--- config.mk ---
export PLATFORM = sky130hd
export DESIGN_NAME = pitt_mul
export DESIGN_NICKNAME = d
export VERILOG_FILES = /design/src/design/pitt_pkg.sv /design/src/design/pitt_mul.sv
export SDC_FILE = /design/constraint.sdc
export NUM_CORES = 1
export LEC_CHECK = 0
export ABC_CLOCK_PERIOD_IN_PS = 4990
export BUFFER_PORTS_ARGS = -buffer_cell sky130_fd_sc_hd__buf_2
export CORE_ASPECT_RATIO = 0.6
export CORE_MARGIN = 2
export CORE_UTILIZATION = 55
export CTS_BUF_LIST = sky130_fd_sc_hd__clkbuf_16
export DETAILED_ROUTE_END_ITERATION = 8
export GPL_TIMING_DRIVEN = 0
export PLACE_DENSITY = 0.72
export SETUP_SLACK_MARGIN = 0.4
export SLEW_MARGIN = 20
export SYNTH_ARGS = -nofsm -noshare
export SYNTH_HDL_FRONTEND = slang
export SYNTH_SLANG_ARGS = --single-unit
--- constraint.sdc ---
create_clock -name clock -period 4.99 [get_ports clock]
set_input_delay 0.998 -clock clock [delete_from_list [all_inputs] [get_ports clock]]
set_output_delay 0.998 -clock clock [all_outputs]
set_load 0.01 [all_outputs]
--- src/design/pitt_pkg.sv ---
// Shared constants and types for the point-in-triangle test unit.
package pitt_pkg;

   // Default coordinate width of the vertex and query point fields
   localparam int COORD_WIDTH_DEFAULT = 24;

   // Barycentric tolerance is a fraction with this many fractional bits
   localparam int FRAC_BITS = 32;

   // Configuration register reset values
   localparam logic [31:0] BARY_TOL_RESET  = 32'd4;
   localparam logic [15:0] PLANE_TOL_RESET = 16'd0;

   // Configuration port address width (two 32-bit registers)
   localparam int CSR_ADDR_WIDTH = 3;

   // Wide multiplier: limb width of one partial product operand and
   // depth of the registered adder tree (up to 2**depth partial products)
   localparam int MUL_LIMB_WIDTH = 31;
   localparam int MUL_TREE_DEPTH = 4;

   // Register select, taken from the word address bit
   typedef enum logic {
      CSR_BARY_TOL  = 1'b0,
      CSR_PLANE_TOL = 1'b1
   } csr_reg_type;

endpackage

--- src/design/pitt_mul.sv ---
// Pipelined signed multiplier for wide operands.
// Operands are cut into limbs, limb products are registered, then summed
// through a balanced registered adder tree. All registers move only on
// advance.
module pitt_mul #(
   parameter int A_WIDTH    = 8,
   parameter int B_WIDTH    = 8,
   parameter int LIMB_WIDTH = pitt_pkg::MUL_LIMB_WIDTH,
   parameter int TREE_DEPTH = pitt_pkg::MUL_TREE_DEPTH
) (
   input  logic                              clock,
   input  logic                              advance,
   input  logic signed [A_WIDTH-1:0]         a,
   input  logic signed [B_WIDTH-1:0]         b,
   output logic signed [A_WIDTH+B_WIDTH-1:0] p
);

   localparam int NA     = (A_WIDTH + LIMB_WIDTH - 1) / LIMB_WIDTH;
   localparam int NB     = (B_WIDTH + LIMB_WIDTH - 1) / LIMB_WIDTH;
   localparam int AXW    = NA * LIMB_WIDTH;
   localparam int BXW    = NB * LIMB_WIDTH;
   localparam int PW     = A_WIDTH + B_WIDTH;
   localparam int PPW    = 2 * LIMB_WIDTH + 2;
   localparam int NPP    = NA * NB;
   localparam int LEAVES = 2 ** TREE_DEPTH;
   localparam int NODES  = LEAVES - 1;

   logic signed [AXW-1:0]        a_ext;
   logic signed [BXW-1:0]        b_ext;
   logic signed [LIMB_WIDTH:0]   a_limb [NA];
   logic signed [LIMB_WIDTH:0]   b_limb [NB];
   logic signed [PPW-1:0]        pp_ff [NPP];
   logic        [PW-1:0]         node [NODES+LEAVES];
   logic        [PW-1:0]         tree_ff [NODES];

   assign a_ext = AXW'(a);
   assign b_ext = BXW'(b);

   // Limb split: lower limbs unsigned, top limb carries the sign
   genvar gi, gj, gk;
   generate
      for (gi = 0; gi < NA; gi++) begin : g_a_limb
         if (gi == NA - 1) begin : g_top
            assign a_limb[gi] = {a_ext[AXW-1], a_ext[gi*LIMB_WIDTH +: LIMB_WIDTH]};
         end else begin : g_low
            assign a_limb[gi] = {1'b0, a_ext[gi*LIMB_WIDTH +: LIMB_WIDTH]};
         end
      end
      for (gj = 0; gj < NB; gj++) begin : g_b_limb
         if (gj == NB - 1) begin : g_top
            assign b_limb[gj] = {b_ext[BXW-1], b_ext[gj*LIMB_WIDTH +: LIMB_WIDTH]};
         end else begin : g_low
            assign b_limb[gj] = {1'b0, b_ext[gj*LIMB_WIDTH +: LIMB_WIDTH]};
         end
      end

      // Limb products, one register each
      for (gi = 0; gi < NA; gi++) begin : g_pp_row
         for (gj = 0; gj < NB; gj++) begin : g_pp_col
            localparam int K = gi * NB + gj;
            always_ff @(posedge clock) begin
               if (advance) begin
                  pp_ff[K] <= a_limb[gi] * b_limb[gj];
               end
            end
         end
      end

      // Tree leaves: products aligned to their limb weight, rest zero
      for (gk = 0; gk < LEAVES; gk++) begin : g_leaf
         if (gk < NPP) begin : g_used
            localparam int SHIFT = ((gk / NB) + (gk % NB)) * LIMB_WIDTH;
            assign node[NODES+gk] = PW'(pp_ff[gk]) << SHIFT;
         end else begin : g_zero
            assign node[NODES+gk] = '0;
         end
      end

      // Registered adder tree, heap order: node n sums 2n+1 and 2n+2
      for (gk = 0; gk < NODES; gk++) begin : g_tree
         always_ff @(posedge clock) begin
            if (advance) begin
               tree_ff[gk] <= node[2*gk+1] + node[2*gk+2];
            end
         end
         assign node[gk] = tree_ff[gk];
      end
   endgenerate

   assign p = node[0];

endmodule

==> results of run 1 <==
[routing by layer]
metal / share of wire (%) / track usage [%]
met3: 4.1 / 5.39
met4: 2.0 / 7.36
met5: 0 / 0
met2: 47 / 27.2
met1: 47 / 23.0
[synthesized netlist by cell type]
master | n | area, um2
nor2_1 | 12 | 45.0
o41ai_2 | 1 | 16.3
o2111ai_1 | 1 | 8.76
a21o_1 | 1 | 7.51
buf_4 | 16 | 120
a211oi_2 | 1 | 12.5
inv_1 | 88 | 330
nand3_1 | 2 | 10.0
nor3_1 | 2 | 10.0
a21oi_1 | 8 | 40.0
and3_4 | 1 | 11.3
a211o_1 | 2 | 17.5
nor2b_1 | 2 | 12.5
fa_1 | 55 | 1100
or2_1 | 1 | 6.26
o21a_1 | 2 | 15.0
nand2b_1 | 6 | 37.5
ha_1 | 29 | 363
a21boi_0 | 1 | 7.51
edfxtp_1 | 80 | 2400
nand2_1 | 20 | 75.1
xnor2_1 | 11 | 96.3
a21boi_1 | 1 | 7.51
and2_1 | 40 | 250
a31oi_1 | 1 | 6.26
o21ai_0 | 4 | 20.0
xor2_1 | 2 | 17.5
o311ai_2 | 1 | 16.3
o31a_2 | 1 | 10.0
or4_1 | 1 | 7.51
nand4_1 | 1 | 6.26
[logic make-up after synthesis]
kind of cell,Yosys count
xor gates and xnor gates,13
and+or+nand+nor,88
buffers and inverters,104
AOI/OAI and AO/OA,25
DFF,80
adders and majority gates,84
[worst max-delay path, stage by stage]
cell	delay [ps]
buf_6	120
and2_4	160
fa_2	480
buf_6	140
buf_4	130
fa_1	490
inv_1	60
fa_1	490
fa_1	550
inv_1	40
ha_1	360
nand4_1	150
a21oi_2	200
a211oi_2	80
xnor2_1	140
[power groups by stage]
stage / logic, uW / clock network, uW / registers [uW]
after floorplan: 1040 / 0 / 992
after global placement: 1250 / 0 / 999
after detailed placement: 1290 / 0 / 1000
after CTS: 1350 / 648 / 990
after global routing: 1700 / 674 / 1000
final: 1500 / 629 / 988
[stage by stage]
step | hold WS [ps] | setup slack (ps) | util, % | setup TNS [ps] | cell area [um2]
2_1_floorplan | 400 | 374 | - | 0 | 5170
3_3_place_gp | 401 | -55.7 | 60.3 | -62.0 | 5480
3_5_place_dp | 405 | -95.1 | 60.5 | -165 | 5500
4_1_cts | 415 | 402 | 64.1 | 0 | 5830
5_1_grt | 422 | 361 | 66.8 | 0 | 6070
6_report | 417 | 470 | 66.8 | 0 | 6070
[registers in the layout, indices dropped and copies added, names as in the netlist]
register / flops
tree_ff: 64
pp_ff: 16
[final timing paths]
path / start / to / slack, ps / cells past startpoint
worst max-delay path: a[7] / pp_ff[0][62] / 470 / 15
worst min register to register: tree_ff[7][8] / tree_ff[3][8] / 420 / 0
worst min-delay path: tree_ff[7][8] / tree_ff[3][8] / 420 / 0
worst max register to register: tree_ff[3][5] / tree_ff[1][5] / 4360 / 0
[layout make-up]
type / instances / area (um2)
fillers: 642 / 3020
clock inverters: 6 / 61.3
well taps: 116 / 145
flip-flops and latches: 80 / 2400
clock buffers: 9 / 225
multi-input cells: 210 / 2440
repair buffers: 42 / 338
plain buffers: 16 / 120
inverters: 88 / 334
[placed cells by master (no fill, tap or decap), types with 7 or more instances in the layout]
master     netlist  layout
inv_2            0      14
ha_4             0       8
nor2_1          12       7
clkbuf_16        0       9
and2_4           0       8
buf_6            0       8
buf_2            0      18
nand2_1         20      16
xnor2_1         11      11
edfxtp_1        80      80
inv_1           88      74
buf_4           16      29
ha_1            29      21
and2_1          40      32
fa_1            55      51
[repair_timing]
| item | CTS | global route |
|---|---|---|
| hold buffers | 0 | 0 |
| setup buffers | 1 | 7 |
| setup endpoints to repair | 3 | 6 |
| pin swaps | 3 | 43 |
| resized for setup | 8 | 72 |
==> impl_metrics.tcl, run 1 <==
set metrics [dict create \
    outcome "complete, no violations" \
    viasPerCell 5.05 \
    postSynthCellCount 394 \
    pin_count 34 \
    firstDrtPassIters 4 \
    hp-class "reg -> reg" \
    maxCapViolCount 0 \
    synth_area_um2 5090 \
    dpl.cell_count 544 \
    num_rows 27 \
    pwr-share-comb_pct 48.1 \
    clkPwrFrac_pct 20.2 \
    synth-compound-area-share_pct 3.64 \
    p_int_uw 2070 \
    synth_simple_gate_area_share_pct 9.27 \
    ir_worst_vdd_v 0.000492 \
    tritoncts "done" \
    yosysSeqAreaShare_pct 47.2 \
    yosysUniqueCellTypes 31 \
    stdcell_count 567 \
    synthesis.nets 496 \
    clk_latency_ps 330 \
    critPathLaunchType "input port" \
    cts_made_buffers 9 \
    finalWirelength_mm 7.63 \
    avgRoutedWirePerCell_um 13.5 \
    grt_pass1_wl_mm 13.2 \
    vias 2863 \
    finalHoldViolations 0 \
    synthMuxAreaShare_pct 0 \
    grt_pass1_vias 2912 \
    synthXorXnorAreaFrac_pct 2.24 \
    synth_top_family_by_area "adder cells" \
    drive_gt1_share_pct 28.8 \
    syn_area_per_cell_um2 12.9 \
    cts.sinks 80 \
    htree_levels 3 \
    rsz0062_at_grt "yes" \
    worstSetupPathType "in -> reg" \
    grt_overflow 0 \
    crit_arrival_ps 4600 \
    max_freq_mhz 221 \
    ant_nets 0 \
    p_total_uw 3120 \
    worstMarginPinSlew_ps 461 \
    area_growth_pct 19.3 \
    layout.nets 549 \
    hpwl_mm 5.61 \
    cp_max_fo 8 \
    maxSlewHeadroom_pct 69.3 \
    power_density_nw_per_um2 514 \
    synth_seq_cells 80 \
    port_buffers 33 \
    required_ps 5070 \
    grt_max_degree 47 \
    ys.warnings.count 0 \
    synth_fa_ha_area_share_pct 28.8 \
    fp.dieW_um 128 \
    die_h_um 78.5 \
    switching_power_uw 1050 \
    skew_ps 3.28 \
    root_buffer "clkbuf_16" \
    switching_share_pct 33.6 \
    grt_util_all_layers_pct 17.5 \
    p_leak_uw 0.00260 \
    setup_viol 0 \
    place_congestion 0.841 \
    min_period_ps 4520 \
    fp.coreArea_um2 9090 \
    pwr-share-seq_pct 31.7 \
    clockBufferDepth 2 \
    diodes 0 \
    clk_pin_slew_ps 60 \
    drc 0 \
    end_kind "flip-flop" \
    dieArea_um2 10100 \
    drtIter0Drc 151 \
    antenna_found_initial 0 \
    initial_utilization_pct 56.0 \
    drv_slew 0 \
    fin_crit_sh_pct 90.6 \
]
Power figures use the tool's default switching activity.
==> run 2, diff against run 1 <==
CORE_MARGIN = 10   (was 2)
==> run 2 against run 1 <==
Sequential cell count stayed put. Core utilization is 0.33 points lower. Final area is 0.49% lower. Final cell count is 0.18% higher. Critical path depth is 2 lower. Clock power is 10% higher. Fmax is 0.25% lower. Sequential share of layout area is 0.20 points higher. Die area is 35% higher.
==> impl_metrics.tcl, run 2 (synthesis results as in run 1) <==
set metrics [dict create \
    max_stage_delay_ps 560 \
    layout.nets 549 \
    finalWirelength_mm 8.06 \
    regMostFlops "tree_ff" \
    hold_depth 0 \
    crit_buf_inv 3 \
    end_kind "flip-flop" \
    final_cell_area_um2 6040 \
    worst-path-stages 13 \
    fin_crit_sh_pct 90.8 \
    fill_cells 658 \
    drc 0 \
    power_density_nw_per_um2 527 \
    grt_max_degree 53 \
    cts.hold.buffers_added 0 \
    clk_pin_slew_ps 60 \
    cts.sinks 80 \
    required_ps 5070 \
    skew_ps 4.44 \
    cp_top_family "adder cells" \
    min_period_ps 4530 \
    tritoncts "done" \
    grt_overflow 0 \
    place_congestion 0.841 \
    avgRoutedWirePerCell_um 14.2 \
    cp_common_cell "fa_1" \
    grt_util_all_layers_pct 13.1 \
    fp.coreArea_um2 9090 \
    maxSlewHeadroom_pct 72.6 \
    final_common_cell "edfxtp_1" \
    root_buffer "clkbuf_16" \
    reg_top3 "tree_ff (64), pp_ff (16)" \
    worst_slack_ps 458 \
    clockBufferDepth 2 \
    crit_arrival_ps 4610 \
    ant_nets 0 \
    initial_utilization_pct 56.0 \
    viasPerCell 5.03 \
    pin_count 34 \
    cts_made_buffers 9 \
    clk_latency_ps 340 \
    slowest_stage "fa_1" \
    ff2ff_path_depth 0 \
    setup_viol 0 \
    place_ws_ps -56.7 \
    finalHoldViolations 0 \
    rr_startpoint "tree_ff[7][12]" \
    grt_pass1_wl_mm 14.1 \
    htree_levels 3 \
    crit_start "b[5]" \
    largest_register_ffs 64 \
    ir_worst_vdd_v 0.000433 \
    diodes 0 \
    firstDrtPassIters 4 \
    max_freq_mhz 221 \
    worstSetupPathType "in -> reg" \
    hp-class "reg -> reg" \
    place_area_um2 5510 \
    fp.dieW_um 144 \
    antenna_found_initial 0 \
    die_h_um 94.5 \
    critPathLaunchType "input port" \
    num_rows 27 \
    maxCapViolCount 0 \
    worstMarginPinSlew_ps 411 \
    drive_gt1_share_pct 27.4 \
    port_buffers 33 \
    rsz0062_at_grt "yes" \
    final_cell_mix "80 x edfxtp_1, 75 x inv_1, 52 x fa_1" \
    crit_path_cell_trace "buf_4 -> and2_4 -> fa_1 -> fa_1 -> fa_1 -> inv_1 -> fa_1 -> inv_2 -> ha_4 -> or4_4 -> nor2_4 -> o41ai_4 -> xor2_1" \
    hpwl_mm 6.04 \
    vias 2857 \
    drv_slew 0 \
    outcome "complete, no violations" \
    drtIter0Drc 142 \
    cp_max_fo 8 \
    grt_pass1_vias 3088 \
    dieArea_um2 13600 \
    p_leak_uw 0.00260 \
    fin_util_pct 66.4 \
    hold_start "tree_ff[7][5]" \
    area_growth_pct 18.7 \
]
-- run 2: changes by cell type in the layout (fill, tap and decap cells not counted), moves of 2 or more --
cell / previous run / this run
a21oi_1: 4 / 6
a21oi_2: 4 / 2
nor2_1: 7 / 9
buf_4: 29 / 32
clkbuf_4: 0 / 2
ha_2: 0 / 2
buf_12: 3 / 0
nor2_2: 4 / 2
ha_4: 8 / 6
buf_6: 8 / 5
-- run 2: final timing paths --
kind                    endpoint  slack, ps
hold / removal     tree_ff[3][5]        420
setup / recovery    pp_ff[0][14]        460
setup reg to reg  tree_ff[3][12]       4360
hold reg to reg    tree_ff[3][5]        420
-- run 2: final cells by class --
type	count	area, um2	share of cell area [%]
clock buffers	9	225	3.73
flip-flops and latches	80	2400	39.8
inverters	88	334	5.53
plain buffers	16	120	1.99
multi-input cells	210	2410	39.9
clock inverters	7	93.8	1.55
repair buffers	42	309	5.12
well taps	116	145	2.40
-- run 2: per-stage QoR --
stage | TNS (ps) | instances | total power (uW) | hold slack [ps]
6_report | 0 | 568 | 3180 | 418
5_1_grt | 0 | 568 | 3440 | 418
4_1_cts | 0 | 563 | 3060 | 416
3_5_place_dp | -102 | 544 | 2290 | 405
3_3_place_gp | -64.4 | 543 | 2250 | 401
2_1_floorplan | 0 | 394 | 2040 | 400
-- run 2: power by group --
group / leakage (uW) / total (uW) / switching (uW) / internal, uW
Clock: 0.000158 / 695 / 257 / 438
Combinational: 0.00166 / 1500 / 789 / 711
Sequential: 0.000783 / 989 / 29.4 / 960
Total: 0.00260 / 3180 / 1080 / 2110
-- run 2: routing by layer --
layer | vias to the layer above | global-route usage (%) | wire (um)
met2 | 58 | 21.4 | 3840
li1 | 1350 | - | -
met4 | 0 | 3.94 | 80
met1 | 1439 | 16.8 | 3700
met5 | - | 0 | 0
met3 | 10 | 3.76 | 443
-- run 2: timing repair --
item	in CTS	in global routing
endpoints found under the setup margin	4	7
pin swaps	12	32
resized for setup	10	54
buffers inserted	3	5
